## config.mk

```make
export PLATFORM = sky130hd
export DESIGN_NAME = heater_pid_with_sanity_check
export DESIGN_NICKNAME = d
export VERILOG_FILES = /design/src/hw/rtl/hpsc_pkg.sv /design/src/hw/rtl/hpsc_history.sv /design/src/hw/rtl/hpsc_core.sv /design/src/hw/rtl/hpsc_divider.sv /design/src/hw/rtl/heater_pid_with_sanity_check.sv
export SDC_FILE = /design/constraint.sdc
export NUM_CORES = 2
export LEC_CHECK = 0
export BUFFER_PORTS_ARGS = -buffer_cell sky130_fd_sc_hd__buf_2
export CAP_MARGIN = 20
export CORE_UTILIZATION = 55
export CTS_CLUSTER_DIAMETER = 80
export DETAILED_ROUTE_END_ITERATION = 8
export PLACE_DENSITY = 0.76
export SYNTH_ARGS = -nofsm -noshare
export SYNTH_HDL_FRONTEND = slang
export SYNTH_HIERARCHICAL = 1
export SYNTH_SLANG_ARGS = --single-unit
```

## constraint.sdc

```tcl
create_clock -name clk_i -period 19.6 [get_ports clk_i]
set_input_delay 3.92 -clock clk_i [delete_from_list [all_inputs] [get_ports clk_i]]
set_output_delay 3.92 -clock clk_i [all_outputs]
set_load 0.05 [all_outputs]
```

## src/hw/rtl/hpsc_pkg.sv

```systemverilog
// ----------------------------------------------------------------------------
// hpsc_pkg
// shared widths, constants, configuration types and stage control structs
// ----------------------------------------------------------------------------
package hpsc_pkg;

  localparam int TEMP_W    = 12;
  localparam int DRIVE_W   = 8;
  localparam int GAIN_W    = 32;
  localparam int LIMIT_W   = 15;
  localparam int HYST_W    = 8;
  localparam int ACC_W     = 17;
  localparam int LAG_W     = 7;
  localparam int CFG_IDX_W = 3;

  localparam int HISTORY_DEPTH_DEF = 8;
  localparam int GAIN_SCALE_DEF    = 1024;

  localparam logic [DRIVE_W-1:0] DRIVE_MAX      = 8'hFF;
  localparam logic [LAG_W-1:0]   HEAT_LAG_TICKS = 7'd40;
  localparam logic [LAG_W-1:0]   COOL_LAG_TICKS = 7'd125;
  localparam logic [TEMP_W-1:0]  COOL_FLOOR     = 12'd240;

  typedef enum logic {
    MODE_PID  = 1'b0,
    MODE_BANG = 1'b1
  } ctrl_mode_e;

  typedef enum logic [CFG_IDX_W-1:0] {
    CFG_P_GAIN     = 3'd0,
    CFG_I_GAIN     = 3'd1,
    CFG_D_GAIN     = 3'd2,
    CFG_INT_LIMIT  = 3'd3,
    CFG_HYSTERESIS = 3'd4,
    CFG_MODE       = 3'd5,
    CFG_BANG_ON    = 3'd6,
    CFG_BANG_OFF   = 3'd7
  } cfg_idx_e;

  typedef struct packed {
    logic signed [GAIN_W-1:0] p_gain;
    logic signed [GAIN_W-1:0] i_gain;
    logic signed [GAIN_W-1:0] d_gain;
    logic [LIMIT_W-1:0]       integral_limit;
    logic [HYST_W-1:0]        hysteresis;
    ctrl_mode_e               mode;
    logic [DRIVE_W-1:0]       bang_on_level;
    logic [DRIVE_W-1:0]       bang_off_level;
  } cfg_t;

  localparam cfg_t CFG_RESET = '{
    p_gain:         '0,
    i_gain:         '0,
    d_gain:         '0,
    integral_limit: '0,
    hysteresis:     8'd4,
    mode:           MODE_PID,
    bang_on_level:  8'd255,
    bang_off_level: 8'd0
  };

  // control word carried from the compute stage toward the output
  typedef struct packed {
    logic               use_div;   // drive comes from the scaled gain sum
    logic [DRIVE_W-1:0] drv;       // drive when the divider is bypassed
    logic               fault;
    logic               upd_last;  // pid transaction: write last drive at the end
  } stage_ctl_t;

  // final result of one transaction
  typedef struct packed {
    logic [DRIVE_W-1:0] drive;
    logic               fault;
    logic               upd_last;
  } result_t;

  // late write of the last drive from the output side
  typedef struct packed {
    logic               en;
    logic [DRIVE_W-1:0] val;
  } last_wr_t;

endpackage

```

## src/hw/rtl/hpsc_history.sv

```systemverilog
// ----------------------------------------------------------------------------
// hpsc_history
// temperature history ring with prefetched read of the oldest entry
// ----------------------------------------------------------------------------
module hpsc_history import hpsc_pkg::*; #(
  parameter int HISTORY_DEPTH = HISTORY_DEPTH_DEF
) (
  input  logic              clk_i,
  input  logic              rst_ni,
  input  logic              wr_en_i,
  input  logic [TEMP_W-1:0] wr_data_i,
  output logic [TEMP_W-1:0] oldest_o
);

  localparam int PW = (HISTORY_DEPTH > 1) ? $clog2(HISTORY_DEPTH) : 1;

  function automatic logic [PW-1:0] ptr_next(input logic [PW-1:0] p);
    logic [PW:0] inc;
    inc = {1'b0, p} + (PW+1)'(1);
    if (inc >= (PW+1)'(HISTORY_DEPTH)) begin
      return '0;
    end
    return inc[PW-1:0];
  endfunction

  logic [TEMP_W-1:0]        mem [HISTORY_DEPTH];
  logic [HISTORY_DEPTH-1:0] vld_q;
  logic [PW-1:0]            ptr_q, ptr_d;
  logic [PW-1:0]            raddr;
  logic                     byp;
  logic [TEMP_W-1:0]        rd_q;
  logic                     rd_vld_q;
  logic                     byp_q;
  logic [TEMP_W-1:0]        byp_data_q;

  // read for the next transaction goes one past the new pointer
  assign ptr_d = ptr_next(ptr_q);
  assign raddr = ptr_next(ptr_d);
  assign byp   = (raddr == ptr_q);

  always_ff @(posedge clk_i) begin
    if (wr_en_i) begin
      mem[ptr_q] <= wr_data_i;
      rd_q       <= mem[raddr];
      byp_data_q <= wr_data_i;
    end
  end

  always_ff @(posedge clk_i or negedge rst_ni) begin
    if (!rst_ni) begin
      ptr_q    <= '0;
      vld_q    <= '0;
      rd_vld_q <= 1'b0;
      byp_q    <= 1'b0;
    end else if (wr_en_i) begin
      ptr_q        <= ptr_d;
      vld_q[ptr_q] <= 1'b1;
      rd_vld_q     <= vld_q[raddr];
      byp_q        <= byp;
    end
  end

  // entries never written read as zero
  assign oldest_o = byp_q    ? byp_data_q :
                    rd_vld_q ? rd_q       : '0;

endmodule

```

## src/hw/rtl/hpsc_core.sv

```systemverilog
// ----------------------------------------------------------------------------
// hpsc_core
// control law, integrator, sanity tracker and controller state
// ----------------------------------------------------------------------------
module hpsc_core import hpsc_pkg::*; #(
  parameter int HISTORY_DEPTH = HISTORY_DEPTH_DEF,
  parameter int GAIN_SCALE    = GAIN_SCALE_DEF
) (
  input  logic                clk_i,
  input  logic                rst_ni,
  input  cfg_t                cfg_i,
  input  logic                fire_i,
  input  logic [TEMP_W-1:0]   cur_i,
  input  logic [TEMP_W-1:0]   tgt_i,
  input  last_wr_t            last_wr_i,
  output stage_ctl_t          ctl_o,
  output logic [$clog2((int'(DRIVE_MAX) + 1) * GAIN_SCALE)-1:0] x_o
);

  localparam int XW     = $clog2((int'(DRIVE_MAX) + 1) * GAIN_SCALE);
  localparam int EP_W   = TEMP_W + 1 + GAIN_W;
  localparam int AP_W   = ACC_W + GAIN_W;
  localparam int SUM_W  = AP_W + 2;
  localparam int CMP_W  = TEMP_W + 2;
  localparam logic signed [SUM_W-1:0] HI_THR = SUM_W'((int'(DRIVE_MAX) + 1) * GAIN_SCALE);
  localparam logic signed [SUM_W-1:0] LO_THR = SUM_W'(-GAIN_SCALE);

  logic signed [ACC_W-1:0] integral_q;
  logic [TEMP_W-1:0]       sane_q;
  logic [LAG_W-1:0]        lag_q;
  logic [DRIVE_W-1:0]      last_drive_q;

  logic [TEMP_W-1:0]       oldest;
  logic                    tgt_zero, is_pid, hist_wr;

  logic signed [TEMP_W:0]  err, deriv;
  logic signed [ACC_W:0]   acc_sum, lim, neg_lim, acc_back;
  logic signed [ACC_W-1:0] acc_c, acc_n;
  logic signed [EP_W-1:0]  prod_p, prod_d;
  logic signed [AP_W-1:0]  prod_i;
  logic signed [SUM_W-1:0] sum;
  logic                    sat_hi, sat_lo;

  logic [CMP_W-1:0]        c14, t14, h14, w14;
  logic                    off_hit, on_hit;
  logic [DRIVE_W-1:0]      drv_bang;

  logic                    heat, cool;
  logic signed [TEMP_W:0]  s, diff, diff_abs;
  logic [LAG_W-1:0]        lag_n;
  logic                    fault;

  assign tgt_zero = (tgt_i == '0);
  assign is_pid   = (cfg_i.mode == MODE_PID);
  assign hist_wr  = fire_i && !tgt_zero && is_pid;

  hpsc_history #(
    .HISTORY_DEPTH(HISTORY_DEPTH)
  ) u_history (
    .clk_i     (clk_i),
    .rst_ni    (rst_ni),
    .wr_en_i   (hist_wr),
    .wr_data_i (cur_i),
    .oldest_o  (oldest)
  );

  // pid terms
  assign err     = $signed({1'b0, tgt_i}) - $signed({1'b0, cur_i});
  assign deriv   = $signed({1'b0, oldest}) - $signed({1'b0, cur_i});
  assign acc_sum = $signed({integral_q[ACC_W-1], integral_q})
                 + $signed({{(ACC_W-TEMP_W){err[TEMP_W]}}, err});
  assign lim     = $signed({{(ACC_W+1-LIMIT_W){1'b0}}, cfg_i.integral_limit});
  assign neg_lim = -lim;

  always_comb begin
    if (acc_sum > lim) begin
      acc_c = lim[ACC_W-1:0];
    end else if (acc_sum < neg_lim) begin
      acc_c = neg_lim[ACC_W-1:0];
    end else begin
      acc_c = acc_sum[ACC_W-1:0];
    end
  end

  assign prod_p = EP_W'(err)   * EP_W'($signed(cfg_i.p_gain));
  assign prod_i = AP_W'(acc_c) * AP_W'($signed(cfg_i.i_gain));
  assign prod_d = EP_W'(deriv) * EP_W'($signed(cfg_i.d_gain));
  assign sum    = SUM_W'(prod_p) + SUM_W'(prod_i) + SUM_W'(prod_d);

  // quotient above the drive range or below zero, decided on the raw sum
  assign sat_hi = (sum >= HI_THR);
  assign sat_lo = (sum <= LO_THR);

  assign acc_back = $signed({acc_c[ACC_W-1], acc_c})
                  - $signed({{(ACC_W-TEMP_W){err[TEMP_W]}}, err});

  always_comb begin
    if ((sat_hi && (err > 0)) || (sat_lo && (err < 0))) begin
      acc_n = acc_back[ACC_W-1:0];
    end else begin
      acc_n = acc_c;
    end
  end

  // bang-bang thresholds, compared without going negative
  assign c14 = {2'b00, cur_i};
  assign t14 = {2'b00, tgt_i};
  assign h14 = CMP_W'(cfg_i.hysteresis);
  assign w14 = CMP_W'({cfg_i.hysteresis, 2'b00});

  assign off_hit  = (c14 >= t14 + h14);
  assign on_hit   = (c14 + h14 <= t14);
  assign drv_bang = off_hit ? cfg_i.bang_off_level :
                    on_hit  ? cfg_i.bang_on_level  : last_drive_q;

  // sanity tracker
  assign heat = (t14 > c14 + w14);
  assign cool = (t14 + w14 < c14);

  always_comb begin
    s     = $signed({1'b0, sane_q});
    lag_n = lag_q;
    if (heat) begin
      if (cur_i > sane_q) begin
        s = $signed({1'b0, cur_i});
      end else if (lag_q < HEAT_LAG_TICKS) begin
        lag_n = lag_q + LAG_W'(1);
      end else begin
        lag_n = '0;
        // a step past the target lands on the target
        s     = (sane_q < tgt_i) ? $signed({1'b0, sane_q}) + 13'sd1
                                 : $signed({1'b0, tgt_i});
      end
      if (s > $signed({1'b0, tgt_i})) begin
        s = $signed({1'b0, tgt_i});
      end
    end else if (cool) begin
      if (cur_i < sane_q) begin
        s = $signed({1'b0, cur_i});
      end else if (lag_q < COOL_LAG_TICKS) begin
        lag_n = lag_q + LAG_W'(1);
      end else begin
        lag_n = '0;
        s     = $signed({1'b0, sane_q}) - 13'sd1;
      end
      if (cur_i <= COOL_FLOOR) begin
        s = $signed({1'b0, cur_i});
      end else if (s < $signed({1'b0, tgt_i})) begin
        s = $signed({1'b0, tgt_i});
      end
    end else begin
      s     = $signed({1'b0, cur_i});
      lag_n = '0;
    end
  end

  assign diff     = $signed({1'b0, cur_i}) - s;
  assign diff_abs = diff[TEMP_W] ? -diff : diff;
  assign fault    = ($unsigned(diff_abs) > (TEMP_W+1)'({cfg_i.hysteresis, 2'b00}));

  // stage control word
  always_comb begin
    ctl_o = '0;
    if (!tgt_zero) begin
      if (fault) begin
        ctl_o.fault    = 1'b1;
        ctl_o.upd_last = is_pid;
      end else if (is_pid) begin
        ctl_o.use_div  = !sat_hi && !sat_lo && !sum[SUM_W-1];
        ctl_o.drv      = sat_hi ? DRIVE_MAX : '0;
        ctl_o.upd_last = 1'b1;
      end else begin
        ctl_o.drv      = drv_bang;
      end
    end
  end

  assign x_o = sum[XW-1:0];

  always_ff @(posedge clk_i or negedge rst_ni) begin
    if (!rst_ni) begin
      integral_q   <= '0;
      sane_q       <= '0;
      lag_q        <= '0;
      last_drive_q <= '0;
    end else begin
      if (fire_i && !tgt_zero) begin
        sane_q <= s[TEMP_W-1:0];
        lag_q  <= lag_n;
        if (is_pid) begin
          integral_q <= acc_n;
        end else begin
          last_drive_q <= fault ? '0 : drv_bang;
        end
      end
      if (last_wr_i.en) begin
        last_drive_q <= last_wr_i.val;
      end
    end
  end

endmodule

```

## src/hw/rtl/hpsc_divider.sv

```systemverilog
// ----------------------------------------------------------------------------
// hpsc_divider
// divides the in-range gain sum by the gain scale: reciprocal then correction
// ----------------------------------------------------------------------------
module hpsc_divider import hpsc_pkg::*; #(
  parameter int GAIN_SCALE = GAIN_SCALE_DEF
) (
  input  logic       clk_i,
  input  logic       load_i,
  input  stage_ctl_t ctl_i,
  input  logic [$clog2((int'(DRIVE_MAX) + 1) * GAIN_SCALE)-1:0] x_i,
  output result_t    res_o
);

  localparam int XW      = $clog2((int'(DRIVE_MAX) + 1) * GAIN_SCALE);
  localparam int RECIP_W = 10;
  localparam logic [RECIP_W-1:0] RECIP = RECIP_W'((1 << XW) / GAIN_SCALE);
  localparam logic [XW-1:0]      SCALE = XW'(GAIN_SCALE);

  logic [XW+RECIP_W-1:0] prod;
  logic [DRIVE_W-1:0]    q0_d, q0_q;
  logic [XW-1:0]         x_q;
  stage_ctl_t            ctl_q;
  logic [XW-1:0]         qs, rem;
  logic [DRIVE_W-1:0]    q;

  // estimate is the quotient or one below it
  assign prod = (XW+RECIP_W)'(x_i) * (XW+RECIP_W)'(RECIP);
  assign q0_d = prod[XW+DRIVE_W-1:XW];

  always_ff @(posedge clk_i) begin
    if (load_i) begin
      q0_q  <= q0_d;
      x_q   <= x_i;
      ctl_q <= ctl_i;
    end
  end

  assign qs  = XW'(q0_q) * SCALE;
  assign rem = x_q - qs;
  assign q   = (rem >= SCALE) ? q0_q + DRIVE_W'(1) : q0_q;

  assign res_o.drive    = ctl_q.use_div ? q : ctl_q.drv;
  assign res_o.fault    = ctl_q.fault;
  assign res_o.upd_last = ctl_q.upd_last;

endmodule

```

## src/hw/rtl/heater_pid_with_sanity_check.sv

```systemverilog
// ----------------------------------------------------------------------------
// heater_pid_with_sanity_check
// per-heater temperature controller: pid or bang-bang drive with a
// heating/cooling sanity tracker that cuts the heater on a lagging sensor
// ----------------------------------------------------------------------------
//
//  channel | direction | handshake           | payload
//  --------+-----------+---------------------+-------------------------------
//  cfg     | in        | cfg_valid/cfg_ready | cfg_index (3b), cfg_data (32b)
//  in      | in        | in_valid/in_ready   | measured_temp, setpoint (12b)
//  out     | out       | out_valid/out_ready | drive (8b), sensor_fault (1b)
//
//  one transaction per cycle sustained while the output is not stalled; a
//  result passes the input, compute, divide and output registers in turn
//  the rate is set by the integrator loop in the compute stage: the gain
//  multiplies, sum and saturation compares close combinationally on the state
//  every stage holds on a stall and bubbles collapse, so input flows into empty
//  stages while a result waits; reset clears all state, history reads as zero
//
module heater_pid_with_sanity_check import hpsc_pkg::*; #(
  parameter int HISTORY_DEPTH = HISTORY_DEPTH_DEF,
  parameter int GAIN_SCALE    = GAIN_SCALE_DEF
) (
  input  logic                 clk_i,
  input  logic                 rst_ni,
  // configuration writes
  input  logic                 cfg_valid_i,
  output logic                 cfg_ready_o,
  input  logic [CFG_IDX_W-1:0] cfg_index_i,
  input  logic [GAIN_W-1:0]    cfg_data_i,
  // temperature samples
  input  logic                 in_valid_i,
  output logic                 in_ready_o,
  input  logic [TEMP_W-1:0]    measured_temp_i,
  input  logic [TEMP_W-1:0]    setpoint_i,
  // heater results
  output logic                 out_valid_o,
  input  logic                 out_ready_i,
  output logic [DRIVE_W-1:0]   drive_o,
  output logic                 sensor_fault_o
);

  localparam int XW = $clog2((int'(DRIVE_MAX) + 1) * GAIN_SCALE);

  cfg_t cfg_q;

  // stage valids: a input, b computed, c divided, d output register
  logic a_v_q, b_v_q, c_v_q, d_v_q;
  logic a_rdy, b_rdy, c_rdy, d_rdy;

  logic [TEMP_W-1:0]  a_cur_q, a_tgt_q;
  stage_ctl_t         b_ctl_d, b_ctl_q;
  logic [XW-1:0]      b_x_d, b_x_q;
  result_t            c_res;
  logic [DRIVE_W-1:0] d_drive_q;
  logic               d_fault_q;
  last_wr_t           last_wr;
  logic               fire_a, load_c, load_d;

  // ready chain, each stage takes a new transaction when empty or draining
  assign d_rdy = !d_v_q || out_ready_i;
  assign c_rdy = !c_v_q || d_rdy;
  assign b_rdy = !b_v_q || c_rdy;
  assign a_rdy = !a_v_q || b_rdy;

  assign in_ready_o  = a_rdy;
  assign cfg_ready_o = 1'b1;

  assign fire_a = a_v_q && b_rdy;
  assign load_c = b_v_q && c_rdy;
  assign load_d = c_v_q && d_rdy;

  // configuration registers
  always_ff @(posedge clk_i or negedge rst_ni) begin
    if (!rst_ni) begin
      cfg_q <= CFG_RESET;
    end else if (cfg_valid_i) begin
      unique case (cfg_idx_e'(cfg_index_i))
        CFG_P_GAIN:     cfg_q.p_gain         <= $signed(cfg_data_i);
        CFG_I_GAIN:     cfg_q.i_gain         <= $signed(cfg_data_i);
        CFG_D_GAIN:     cfg_q.d_gain         <= $signed(cfg_data_i);
        CFG_INT_LIMIT:  cfg_q.integral_limit <= cfg_data_i[LIMIT_W-1:0];
        CFG_HYSTERESIS: cfg_q.hysteresis     <= cfg_data_i[HYST_W-1:0];
        CFG_MODE:       cfg_q.mode           <= ctrl_mode_e'(cfg_data_i[0]);
        CFG_BANG_ON:    cfg_q.bang_on_level  <= cfg_data_i[DRIVE_W-1:0];
        CFG_BANG_OFF:   cfg_q.bang_off_level <= cfg_data_i[DRIVE_W-1:0];
      endcase
    end
  end

  // stage valid bits
  always_ff @(posedge clk_i or negedge rst_ni) begin
    if (!rst_ni) begin
      a_v_q <= 1'b0;
      b_v_q <= 1'b0;
      c_v_q <= 1'b0;
      d_v_q <= 1'b0;
    end else begin
      if (a_rdy) begin
        a_v_q <= in_valid_i;
      end
      if (b_rdy) begin
        b_v_q <= a_v_q;
      end
      if (c_rdy) begin
        c_v_q <= b_v_q;
      end
      if (d_rdy) begin
        d_v_q <= c_v_q;
      end
    end
  end

  // payload registers
  always_ff @(posedge clk_i) begin
    if (in_valid_i && a_rdy) begin
      a_cur_q <= measured_temp_i;
      a_tgt_q <= setpoint_i;
    end
    if (fire_a) begin
      b_ctl_q <= b_ctl_d;
      b_x_q   <= b_x_d;
    end
    if (load_d) begin
      d_drive_q <= c_res.drive;
      d_fault_q <= c_res.fault;
    end
  end

  // state advances as a transaction leaves the input register
  hpsc_core #(
    .HISTORY_DEPTH (HISTORY_DEPTH),
    .GAIN_SCALE    (GAIN_SCALE)
  ) u_core (
    .clk_i     (clk_i),
    .rst_ni    (rst_ni),
    .cfg_i     (cfg_q),
    .fire_i    (fire_a),
    .cur_i     (a_cur_q),
    .tgt_i     (a_tgt_q),
    .last_wr_i (last_wr),
    .ctl_o     (b_ctl_d),
    .x_o       (b_x_d)
  );

  hpsc_divider #(
    .GAIN_SCALE (GAIN_SCALE)
  ) u_divider (
    .clk_i  (clk_i),
    .load_i (load_c),
    .ctl_i  (b_ctl_q),
    .x_i    (b_x_q),
    .res_o  (c_res)
  );

  // pid drive is only final here; bang-bang writes its own in the core
  assign last_wr.en  = load_d && c_res.upd_last;
  assign last_wr.val = c_res.drive;

  assign out_valid_o    = d_v_q;
  assign drive_o        = d_drive_q;
  assign sensor_fault_o = d_fault_q;

  // a raised fault always comes with the heater off
  a_fault_drive_off: assert property (
    @(posedge clk_i) disable iff (!rst_ni)
    out_valid_o && sensor_fault_o |-> drive_o == '0
  ) else $error("fault reported with nonzero drive");

  // input may only stall when the output side is stalled too
  a_stall_cause: assert property (
    @(posedge clk_i) disable iff (!rst_ni)
    !in_ready_o |-> out_valid_o && !out_ready_i
  ) else $error("input stalled without output backpressure");

  // a transaction taken into an empty pipeline shows up as out_valid
  // after it has passed the input, compute, divide and output registers
  a_latency: assert property (
    @(posedge clk_i) disable iff (!rst_ni)
    in_valid_i && in_ready_o && !a_v_q && !b_v_q && !c_v_q && !d_v_q
      |-> ##4 out_valid_o
  ) else $error("result missing after pipeline latency");

endmodule

```

==> flow_metrics.py <==
metrics = {
    "detailed_routing": {
        "ant_nets": 0,
        "initialDrtViolationCount": 4623,
        "dr.pass1.iters": 7,
        "wl_per_cell_um": 22.4,
        "drc": 0,
        "routed_wl_mm": 201,
        "vias": 51900,
        "routed_via_density": 5.78,
    },
    "setup_path": {
        "crit_family": "adder cells",
        "startpoint": "a_cur_q[1]",
        "crit_top_cell": "fa_1",
        "r2r-end": "u_core/integral_q[13]",
        "crit_required_ns": 20.09,
        "critPathMaxStageDelay_ns": 0.91,
        "cp.depth": 55,
        "cp-end-kind": "flop",
        "arrival_ns": 18.59,
        "r2r_cells": 55,
        "critPathLaunchType": "flop",
        "critical_path_class": "flop to flop",
        "r2r-start": "a_cur_q[1]",
        "cpMaxStageDelayCell": "a31oi_1",
        "crit_end": "u_core/integral_q[13]",
        "path_max_fanout": 26,
        "reg2reg_slack_ns": 1.50,
        "crit_buf_inv": 7,
    },
    "clock_network": {
        "cts-root-buf": "clkbuf_16",
        "cts-buffers-inserted": 46,
        "htreeDepth": 2,
        "cts_hold_buf": 0,
        "cts_max_path_buffers": 3,
        "cts_resized": 0,
        "cts_tree": "yes",
        "post_cts_buffers": 0,
        "clk_pin_slew_ns": 0.06,
        "insertion_delay_ns": 0.67,
        "cts.sinks": 388,
    },
    "global_routing": {
        "grt_max_degree": 74,
        "antenna_found_initial": 6,
        "grt_pass1_wl_mm": 320,
        "grt_overflow_total": 0,
        "grt_pass1_vias": 56000,
        "globalRouteTotalUtil_pct": 31.5,
    },
    "placed_design": {
        "dp.final_hpwl_mm": 162,
        "io_buffers": 74,
        "gp_congestion": 0.960,
    },
    "die": {
        "num_rows": 132,
        "ios": 76,
        "dieHeight_um": 365,
        "dieArea_mm2": 0.133,
        "core_mm2": 0.130,
        "initial_core_util_pct": 55.7,
        "die_x_um": 365,
    },
    "timing": {
        "period_minus_slack_ns": 18.10,
        "tightest_slew_ns": 1.18,
        "slew_viol_final": 0,
        "setup_viol": 0,
        "hold_viol_final": 0,
        "relSlewSlack_pct": 21.7,
        "clock.fmax_ghz": 0.0553,
        "timing.hold.ws_ns": 0.414,
        "timing.final.crit_share_pct": 92.3,
        "setup_tns_ns": 0,
        "finClkSkew_ns": 0.0628,
        "rsz0062_at_grt": "no",
    },
    "worst_hold_path": {
        "hold_class": "flop to flop",
    },
    "yosys": {
        "synthesis.nets": 9303,
        "netlist_area_mm2": 0.0725,
        "avgSynthCellArea_um2": 9.92,
        "syn_inst": 7301,
        "yosys_warnings": 6,
    },
    "flow_run": {
        "max_cap_violations": 0,
    },
    "finish": {
        "nets": 9188,
        "syn_to_final_growth_pct": 4.86,
        "drive_above_1_share_pct": 7.46,
    },
    "run_status": {
        "status": "complete, no violations",
    },
}
==> final cells by class <==
class / instances / area (µm²)
antenna: 6 / 15.0
clock buffer: 58 / 1250
clock inverter: 26 / 314
fill: 11000 / 54200
inverter: 1500 / 5630
multi-input combinational: 5080 / 54800
sequential: 388 / 10700
tap: 1742 / 2180
timing repair buffer: 170 / 1110
==> metal layers <==
metal  up-vias  share of wire [%]  track usage, %
met5         -              0.021               0
met4         6                3.9            10.9
met3       480                 11            7.65
met2      2580                 46            49.7
met1     26600                 40            42.6
li1      22200                  -               -
==> placed cells by master, fill, tap and decap left out, types with 28 or more instances in the layout <==
cell and count:
fa_1 1506, inv_1 1500, nand2_1 917, and2_1 457, ha_1 432, nor2_1 206, a21oi_1 206, edfxtp_1 191
dfrtp_1 188, mux2_2 152, o21ai_0 133, xnor2_1 121, nand2b_1 110, buf_4 94, nor2b_1 75, buf_2 73
a21o_1 56, clkbuf_16 46, nor3_1 41, nand4_1 40, mux2i_1 39, nand3_1 36, o21bai_1 34, xor2_1 34
o21a_1 30, a211oi_1 28
==> metrics by stage <==
stage	cells	worst slack, ns	area (µm²)	util, %
after CTS	8964	1.74	76000	58.4
after floorplan	7301	4.24	72500	-
after detailed placement	8880	1.86	74400	57.2
after global placement	8878	1.83	74400	57.2
final	8970	1.50	76000	58.4
after global routing	8964	0.790	76000	58.4
==> worst min path at each step <==
stage | from | endpoint | cells after the start
2_1_floorplan | b_ctl_q[10] | u_divider/ctl_q[10] | 0
3_3_place_gp | b_ctl_q[7] | u_divider/ctl_q[7] | 0
3_5_place_dp | b_ctl_q[1] | u_divider/res_o[1] | 0
4_1_cts | b_ctl_q[1] | u_divider/res_o[1] | 0
5_1_grt | b_ctl_q[1] | u_divider/res_o[1] | 0
6_report | b_ctl_q[1] | u_divider/res_o[1] | 0
==> state kept, by name (all words and copies together), names as in the netlist, 9 cells and up <==
register	flops
u_core/u_history/mem	96
u_core/sane_q	12
a_cur_q	12
u_core/u_history/byp_data_q	12
b_ctl_q	11
a_tgt_q	12
cfg_q	136
u_core/u_history/rd_q	12
u_divider/ctl_q	9
u_core/integral_q	17
Power is not shown: default switching activity piles up to over one toggle a cycle in this logic, so the estimate is an artifact.
